==> config.mk <==
export PLATFORM = sky130hd
export DESIGN_NAME = free_list_slot_allocator
export DESIGN_NICKNAME = d
export VERILOG_FILES = /design/src/hdl/fla_pkg.sv /design/src/hdl/fla_ram.sv /design/src/hdl/free_list_slot_allocator.sv
export SDC_FILE = /design/constraint.sdc
export NUM_CORES = 2
export LEC_CHECK = 0
export BUFFER_PORTS_ARGS = -buffer_cell sky130_fd_sc_hd__buf_4
export CAP_MARGIN = 20
export CORE_UTILIZATION = 55
export CTS_CLUSTER_DIAMETER = 120
export DETAILED_ROUTE_END_ITERATION = 6
export GPL_TIMING_DRIVEN = 0
export PLACE_DENSITY_LB_ADDON = 0.15
export RECOVER_POWER = 50
export SYNTH_ARGS = -nofsm -noshare
export SYNTH_HDL_FRONTEND = slang
export SYNTH_SLANG_ARGS = --single-unit
==> constraint.sdc <==
create_clock -name clk -period 8.3 [get_ports clk]
set_clock_uncertainty 0.1 [all_clocks]
set_input_delay 0.83 -clock clk [delete_from_list [all_inputs] [get_ports clk]]
set_output_delay 0.83 -clock clk [all_outputs]
set_load 0.02 [all_outputs]
==> src/hdl/fla_pkg.sv <==
`default_nettype none

package fla_pkg;

  // Link and index widths fixed by the slot numbering (at most 256 slots).
  localparam int LINK_W    = 9;
  localparam int IDX_W     = 8;
  localparam int MAX_SLOTS = 256;

  // Null link code: one past the highest possible slot.
  localparam logic [LINK_W-1:0] NULL_LINK = 9'd256;

  // Command codes.
  localparam logic CMD_ALLOC = 1'b0;
  localparam logic CMD_FREE  = 1'b1;

  // Status codes.
  localparam logic STATUS_DONE  = 1'b0;
  localparam logic STATUS_EMPTY = 1'b1;

  typedef enum logic [1:0] {
    ST_IDLE = 2'b01,
    ST_READ = 2'b10
  } state_t;

endpackage

`default_nettype wire

==> src/hdl/fla_ram.sv <==
`default_nettype none

module fla_ram #(
  parameter int WIDTH = 9,
  parameter int DEPTH = 256
) (
  input  wire logic                     clk,
  input  wire logic                     we,
  input  wire logic [$clog2(DEPTH)-1:0] waddr,
  input  wire logic [WIDTH-1:0]         wdata,
  input  wire logic                     re,
  input  wire logic [$clog2(DEPTH)-1:0] raddr,
  output logic      [WIDTH-1:0]         rdata
);

  logic [WIDTH-1:0] mem [DEPTH];

  always_ff @(posedge clk) begin
    if (we) begin
      mem[waddr] <= wdata;
    end
    if (re) begin
      rdata <= mem[raddr];
    end
  end

endmodule

`default_nettype wire

==> src/hdl/free_list_slot_allocator.sv <==
`default_nettype none

// Fixed-size slot pool kept as a LIFO free list. Raise start with cmd and
// slot_index while busy is low: an allocate pops the head slot and returns it
// on granted_index, or reports status empty when no slot is free; a free
// pushes slot_index back onto the head (a slot at or above the pool size is
// dropped, still reported as done). Every item gives exactly one result,
// shown for one cycle with done high; the receiver cannot stall it, so take
// it on that cycle. A free or a failed allocate shows its result in the cycle
// right after the accept edge, and the next item is accepted at the edge that
// ends it; a successful allocate first passes through ST_READ, since the link
// of the popped slot comes out of the registered link RAM only after its
// read, and busy stays high in ST_READ. Double frees are not checked. A write
// on cfg_write sets the pool
// size (saturated to min(256, DEPTH)) and rebuilds the list at once with the
// highest slot on top; write it only while the block is idle. Reset and
// rebuild need no clearing pass: one valid bit per slot marks links written
// since, and an unmarked slot reads as its initial link.

module free_list_slot_allocator #(
  parameter int DEPTH = 256
) (
  input  wire logic                      clk,
  input  wire logic                      rst,
  // command channel
  input  wire logic                      start,
  output logic                           busy,
  input  wire logic                      cmd,
  input  wire logic [fla_pkg::IDX_W-1:0] slot_index,
  // result channel
  output logic                           done,
  output logic                           status,
  output logic      [fla_pkg::IDX_W-1:0] granted_index,
  // configuration
  input  wire logic                      cfg_write,
  input  wire logic [fla_pkg::LINK_W-1:0] cfg_data
);

  // Only slot numbers below 256 are reachable, so the RAM never needs more.
  localparam int SLOTS = (DEPTH < fla_pkg::MAX_SLOTS) ? DEPTH : fla_pkg::MAX_SLOTS;
  localparam int AW    = $clog2(SLOTS);
  localparam logic [fla_pkg::LINK_W-1:0] SLOTS_L = fla_pkg::LINK_W'(SLOTS);

  fla_pkg::state_t              state;
  logic [fla_pkg::LINK_W-1:0]   head;
  logic [fla_pkg::LINK_W-1:0]   count;
  logic [SLOTS-1:0]             valid;
  logic [AW-1:0]                alloc_slot;

  logic                         accept;
  logic                         head_empty;
  logic                         free_ok;
  logic [fla_pkg::LINK_W-1:0]   cfg_count;
  logic [fla_pkg::LINK_W-1:0]   slot_ext;
  logic [fla_pkg::LINK_W-1:0]   init_link;
  logic [fla_pkg::LINK_W-1:0]   next_head;

  logic                         ram_we;
  logic                         ram_re;
  logic [fla_pkg::LINK_W-1:0]   ram_rdata;

  assign busy       = (state == fla_pkg::ST_READ);
  assign accept     = start && !busy;
  assign head_empty = (head >= count);
  assign free_ok    = ({1'b0, slot_index} < count);
  assign cfg_count  = (cfg_data > SLOTS_L) ? SLOTS_L : cfg_data;

  // Push writes the old head into the freed slot; pop reads the head's link.
  assign ram_we = accept && (cmd == fla_pkg::CMD_FREE) && free_ok;
  assign ram_re = accept && (cmd == fla_pkg::CMD_ALLOC) && !head_empty;

  fla_ram #(
    .WIDTH (fla_pkg::LINK_W),
    .DEPTH (SLOTS)
  ) u_link_ram (
    .clk   (clk),
    .we    (ram_we),
    .waddr (slot_index[AW-1:0]),
    .wdata (head),
    .re    (ram_re),
    .raddr (head[AW-1:0]),
    .rdata (ram_rdata)
  );

  // Link a slot has after a rebuild: the slot below it, slot 0 to null.
  always_comb begin
    slot_ext  = fla_pkg::LINK_W'(alloc_slot);
    init_link = ((slot_ext != '0) && (slot_ext < count)) ? (slot_ext - 1'b1)
                                                        : fla_pkg::NULL_LINK;
    next_head = valid[alloc_slot] ? ram_rdata : init_link;
  end

  // Control state.
  always_ff @(posedge clk) begin
    if (rst) begin
      state <= fla_pkg::ST_IDLE;
      count <= SLOTS_L;
      head  <= SLOTS_L - 1'b1;
      valid <= '0;
      done  <= 1'b0;
    end else if (cfg_write) begin
      // Rebuild: drop every written link, top of list is the highest slot.
      count <= cfg_count;
      head  <= (cfg_count == '0) ? fla_pkg::NULL_LINK : (cfg_count - 1'b1);
      valid <= '0;
      done  <= 1'b0;
    end else begin
      done <= 1'b0;
      case (state)
        fla_pkg::ST_IDLE: begin
          if (accept) begin
            if (cmd == fla_pkg::CMD_FREE) begin
              done <= 1'b1;
              if (free_ok) begin
                head                     <= fla_pkg::LINK_W'(slot_index);
                valid[slot_index[AW-1:0]] <= 1'b1;
              end
            end else if (head_empty) begin
              done <= 1'b1;
            end else begin
              state <= fla_pkg::ST_READ;
            end
          end
        end
        fla_pkg::ST_READ: begin
          // Advance the head to the popped slot's link.
          head  <= next_head;
          done  <= 1'b1;
          state <= fla_pkg::ST_IDLE;
        end
        default: begin
          state <= fla_pkg::ST_IDLE;
        end
      endcase
    end
  end

  // Result payload.
  always_ff @(posedge clk) begin
    if (state == fla_pkg::ST_READ) begin
      status        <= fla_pkg::STATUS_DONE;
      granted_index <= fla_pkg::IDX_W'(alloc_slot);
    end else if (accept) begin
      alloc_slot    <= head[AW-1:0];
      granted_index <= '0;
      status        <= ((cmd == fla_pkg::CMD_ALLOC) && head_empty) ? fla_pkg::STATUS_EMPTY
                                                                   : fla_pkg::STATUS_DONE;
    end
  end

endmodule

`default_nettype wire

# Word-level counts from Yosys, hierarchy flattened
# Memory sizes are Yosys's and may differ from the RTL's. A register that Yosys moved wholly into a read port is not among the register bits.
# Index checks and enable logic that the tools add are counted.
# op_classes
bitwise	4
n_addsub	2
order_cmp	7
n_reduce_logical	19
muxes	26
eq_ne	8
# op_table
cell	count
$or A256 B256 Y256	1
$mux W9	8
$lt A8 B9 Y1	2
$lt A8 B9 Y1 const B	2
$pmux W9 S2	1
$mux W8	2
$reduce_and A4 Y1	3
$ge A9 B9 Y1	1
$gt A9 B9 Y1 const B	1
$logic_not A9 Y1	1
$ne A3 B3 Y1 const B	3
$sub A8 B1 Y9 const B	1
$sub A9 B1 Y9 const B	1
$bmux W1 S8	1
$demux W1 S8	1
$ge A8 B1 Y1 const B	1
$logic_and A1 B1 Y1	8
$mux W1	8
$mux W2	4
$reduce_bool A8 Y1	1
$ne A2 B2 Y1 const B	3
$not A1 Y1	3
$reduce_bool A3 Y1	1
$eq A2 B1 Y1 const B	1
other kinds (6)	7
# totals
ff_bits	294
ramBits	2304
memories	1
input_bits	22
wordCells	75
out_inout_bits	11
# memory_table
memory	depth	word_bits	rd	rd_ports_with_merged_regs	write_ports	line	text
u_link_ram.mem	256	9	1	1	1	fla_ram.sv:16	logic [WIDTH-1:0] mem [DEPTH];

# Longest topological paths before layout
# depth
word_depth	7
depth_mapped	14
depth_no_buf	11

# By module
# Synthesis repeated with hierarchy kept, for this count alone.
# unflattened
hier_cells	5472
area_unflattened_um2	102271.8
# modules_own_cells
mod	instances	area_each_um2	seq_area_each_um2	cells_per_inst
fla_ram	1	89368.2	69456.6	4237
free_list_slot_allocator	1	12903.6	6045.8	1235

# Least setup slack after synthesis
# No wires, ideal clock.
# synth_path
kind	reg-to-reg
startpoint	reg head[0] (netlist bit)
endpoint	reg u_link_ram.rdata[0] (read register of u_link_ram.mem), enable pin
path_slack_ns	1.336
arrival_time_ns	6.489
path_stages_with_launch	15
n_path_buf	3
synth_period_minus_slack_ns	6.964
path_cell_list	dfxtp_1 buf_2 buf_4 buf_4 inv_1 ha_1 nand2b_1 a21o_1 a21o_1 a21o_1 a21o_1 a21o_1 a21oi_1 o21ai_0 nor2_1
# synth_via
elab_chain_len	3
# synth_lines
item	line	text
from (decl)	free_list_slot_allocator.sv:45	logic [fla_pkg::LINK_W-1:0] head;
from (signal assigned)	free_list_slot_allocator.sv:98	head <= SLOTS_L - 1'b1;
from (signal assigned)	free_list_slot_allocator.sv:104	head <= (cfg_count == '0) ? fla_pkg::NULL_LINK : (cfg_count - 1'b1);
from (signal assigned)	free_list_slot_allocator.sv:115	head <= fla_pkg::LINK_W'(slot_index);
$ge A9 B9 Y1	free_list_slot_allocator.sv:64	assign head_empty = (head >= count);
$logic_not A1 Y1	free_list_slot_allocator.sv:70	assign ram_re = accept && (cmd == fla_pkg::CMD_ALLOC) && !head_empty;
$logic_and A1 B1 Y1	free_list_slot_allocator.sv:70	
net ram_re	free_list_slot_allocator.sv:59	logic ram_re;
to (decl)	fla_ram.sv:13	output logic [WIDTH-1:0] rdata
# The timed path passes the listed nets, and every way through them passes these cells.
# A chain may end at the register's enable or synchronous reset.

# Worst setup path in the final report
# layout_path
startpoint	reg head[4] (netlist bit)
endpoint	reg u_link_ram.rdata[7] (read register of u_link_ram.mem) (data pin)
# layout_via
elab_chain_len	3
# layout_lines
item	line
$ge A9 B9 Y1	free_list_slot_allocator.sv:64
$logic_not A1 Y1	free_list_slot_allocator.sv:70
$logic_and A1 B1 Y1	free_list_slot_allocator.sv:70
# Parallel ways exist; a longest one is shown, timed or not.

==> metrics.txt <==
status finished, violations left; failing checks max-capacitance violations, max-slew violations; Sinks on Clock Net 2607; Reg2Reg Setup Slack 1.47 ns; vias per cell 6.59; Top FF cell, synth edfxtp_1; Slew headroom -186%; clock-pin slew on the worst setup and hold paths 0.06 ns; reg2reg path depth 8; most common cell in the synthesized netlist edfxtp_1; YS warnings 0; # nets final 5328; fin crit period 6.83 ns; FF-to-FF End u_link_ram.rdata[7]; Fillers 12647; Synth top area share 68.9%; area of the multi-input gates 24700 sq um; Hold Startpoint rst; total power 28700 uW; Root Driver clkbuf_16; maximum VDD drop 241 uV; slowest cell delay on critical path 1.54 ns; Critical R2R Launch head[4]; fin crit share 82.3%; DIE AREA 186000 sq um; Final setup viols 0; Sum Neg Setup Slack 0 ns; Post-CTS Hold Buffers 0; Die X 432 um; Initial Util 55.4%; final wirelength 270 mm; Final Hold Slack 0.135 ns; DR WL/cell 34.1 um; GP Congestion 0.894; CP Max Fanout 85; DR iter-0 viols 6634; Distinct cells, synth 61; die height 432 um; highest-delay cell along the critical path dfxtp_1; flops & latches, synth 2607; hold crit path type input port to register; initial antenna violation count 6; CP Cell Sequence buf_16 > buf_16 > clkbuf_1 > clkbuf_2 > clkbuf_1 > mux4_2 > mux4_2 > mux4_2; Core ar. 183000 sq um; H-tree depth 5; postcts setup bufs 0; HPWL Detailed 183 mm; number of synthesized flops with an enable pin 2329; leakage power 0.0356 uW; worst skew pair latency 0.92 ns; Async SR Flop Fraction 0%; largest net degree at the start of global routing 92; Max Clock Freq 146 MHz; post-synth top area cell edfxtp_1; Hold Crit Endpoint head[2]; post-route cell area 114000 sq um; Most common cell on crit path mux4_2; register area 75500 sq um; mean post-synth cell area 20.7 sq um; register area share after synthesis 74.4%; synthesized instance count 4902; post-CTS sizing 0; via count 52186; grt total ovfl 0; startpoint types register; Total Routing Usage GR 29.4%; area delta synth->final 12.3%; Power Density 252 nW/um^2; total CTS buffers 279; layout cell share with drive strength beyond 1 24.3%; RSZ-0062 raised after global routing false; Crit path required time 8.80 ns; FP Rows 157; hold depth 2; DR pass1 iterations 7; Crit Path Class register to register; Critical Path AT 7.32 ns; fin. max-slew vios 1340; CP endpoint kind register; vias in the first global route 51357; Routed Antenna Nets 0; Crit path buffers/inverters 5; CTS tree done; Synth top cells by count 2329 x edfxtp_1, 803 x mux4_2, 312 x nor2_1, 278 x dfxtp_1, 250 x nand2_1; # port buffers 30; Syn Std Cell Area 101000 sq um; number of remaining DRC errors 0; IO Pins 33; utilization after layout 62.2%; Final Hold Viols 0; CP top delay family buffers and inverters; placed cell area 106000 sq um; CTS Buffer Depth 4; total of max-cap violations 22; first-pass GRT wire length 382 mm; Area contributors post-synth edfxtp_1 69%, mux4_2 18%, dfxtp_1 5.5%; Worst-Margin Slew 4.29 ns; Post-Synthesis Net Count 4951
kinds of logic after synthesis:
group,after synthesis,share of synthesized area [%]
and+or+nand+nor,665,2.69
DFF,2607,74.4
xor gates and xnor gates,10,0.0863
AOI/OAI and AO/OA,397,2.69
buffers and inverters,329,1.34
muxes,867,18.5
adders and majority gates,27,0.333
metrics by stage:
step | worst slack (ns) | instances
after floorplan | 1.34 | 4902
after global placement | -4.49 | 7396
after detailed placement | 2.17 | 7455
after CTS | 2.16 | 7911
after global routing | 1.29 | 7918
final | 1.47 | 7922
worst max-delay path by stage:
stage / startpoint / endpoint / cells after the start
2_1_floorplan: head[0] / u_link_ram.rdata[0] / 14
3_3_place_gp: head[1] / u_link_ram.rdata[2] / 7
3_5_place_dp: head[2] / u_link_ram.rdata[7] / 7
4_1_cts: head[2] / u_link_ram.rdata[7] / 7
5_1_grt: head[0] / u_link_ram.rdata[4] / 16
6_report: head[4] / u_link_ram.rdata[7] / 8
cells in the final DEF, fill, tap and decap left out, types with 13 or more instances in the layout:
master	synthesis	layout
a21oi_1	32	32
a22o_1	128	128
a22oi_1	21	21
buf_1	44	38
buf_16	0	14
buf_2	65	63
buf_4	13	35
buf_6	0	18
buf_8	0	13
bufinv_16	0	15
clkbuf_1	182	280
clkbuf_16	0	285
clkinv_1	1	54
clkinv_2	0	26
dfxtp_1	278	277
edfxtp_1	2329	2329
ha_1	27	27
inv_1	24	24
mux2_2	17	17
mux2i_1	47	47
mux4_2	803	803
nand2_1	250	250
nand3_1	15	15
nor2_1	312	312
nor3_2	1	14
o21ai_0	153	153
final cells by class:
| type | instances | share of cell area [%] |
|---|---|---|
| Antenna cell | 4 | 0.00878 |
| Buffer | 304 | 1.11 |
| Clock buffer | 357 | 6.54 |
| Clock inverter | 99 | 0.722 |
| Inverter | 25 | 0.0823 |
| Multi-Input combinational cell | 1966 | 21.7 |
| Sequential cell | 2607 | 66.2 |
| Tap cell | 2464 | 2.70 |
| Timing Repair Buffer | 96 | 0.942 |
per-layer routing:
metal / wire length [um] / global-route usage, % / share of wire [%]
met1: 106000 / 41.5 / 39
met2: 129000 / 45.8 / 48
met3: 24800 / 6.18 / 9.2
met4: 10800 / 10.4 / 4.0
met5: 27 / 0 / 0.010
worst reg2reg max path, stage by stage (launching register included):
cell      delay [ns]
dfxtp_1         1.54
buf_16          0.31
buf_16          0.34
clkbuf_1        0.93
clkbuf_2        0.78
clkbuf_1        0.86
mux4_2          0.49
mux4_2          0.60
mux4_2          0.60
registers in the layout, indices dropped and copies added, names as in the netlist:
signal / cells
alloc_slot: 8
count: 9
done: 1
granted_index: 8
head: 9
state: 2
status: 1
u_link_ram.mem: 2304
u_link_ram.rdata: 9
valid: 256
where the power goes:
part	switching, uW	internal (uW)
Sequential	64.7	14500
Clock	4900	6760
Combinational	1540	933
Total	6500	22200
(Power assumes the default switching activity.)
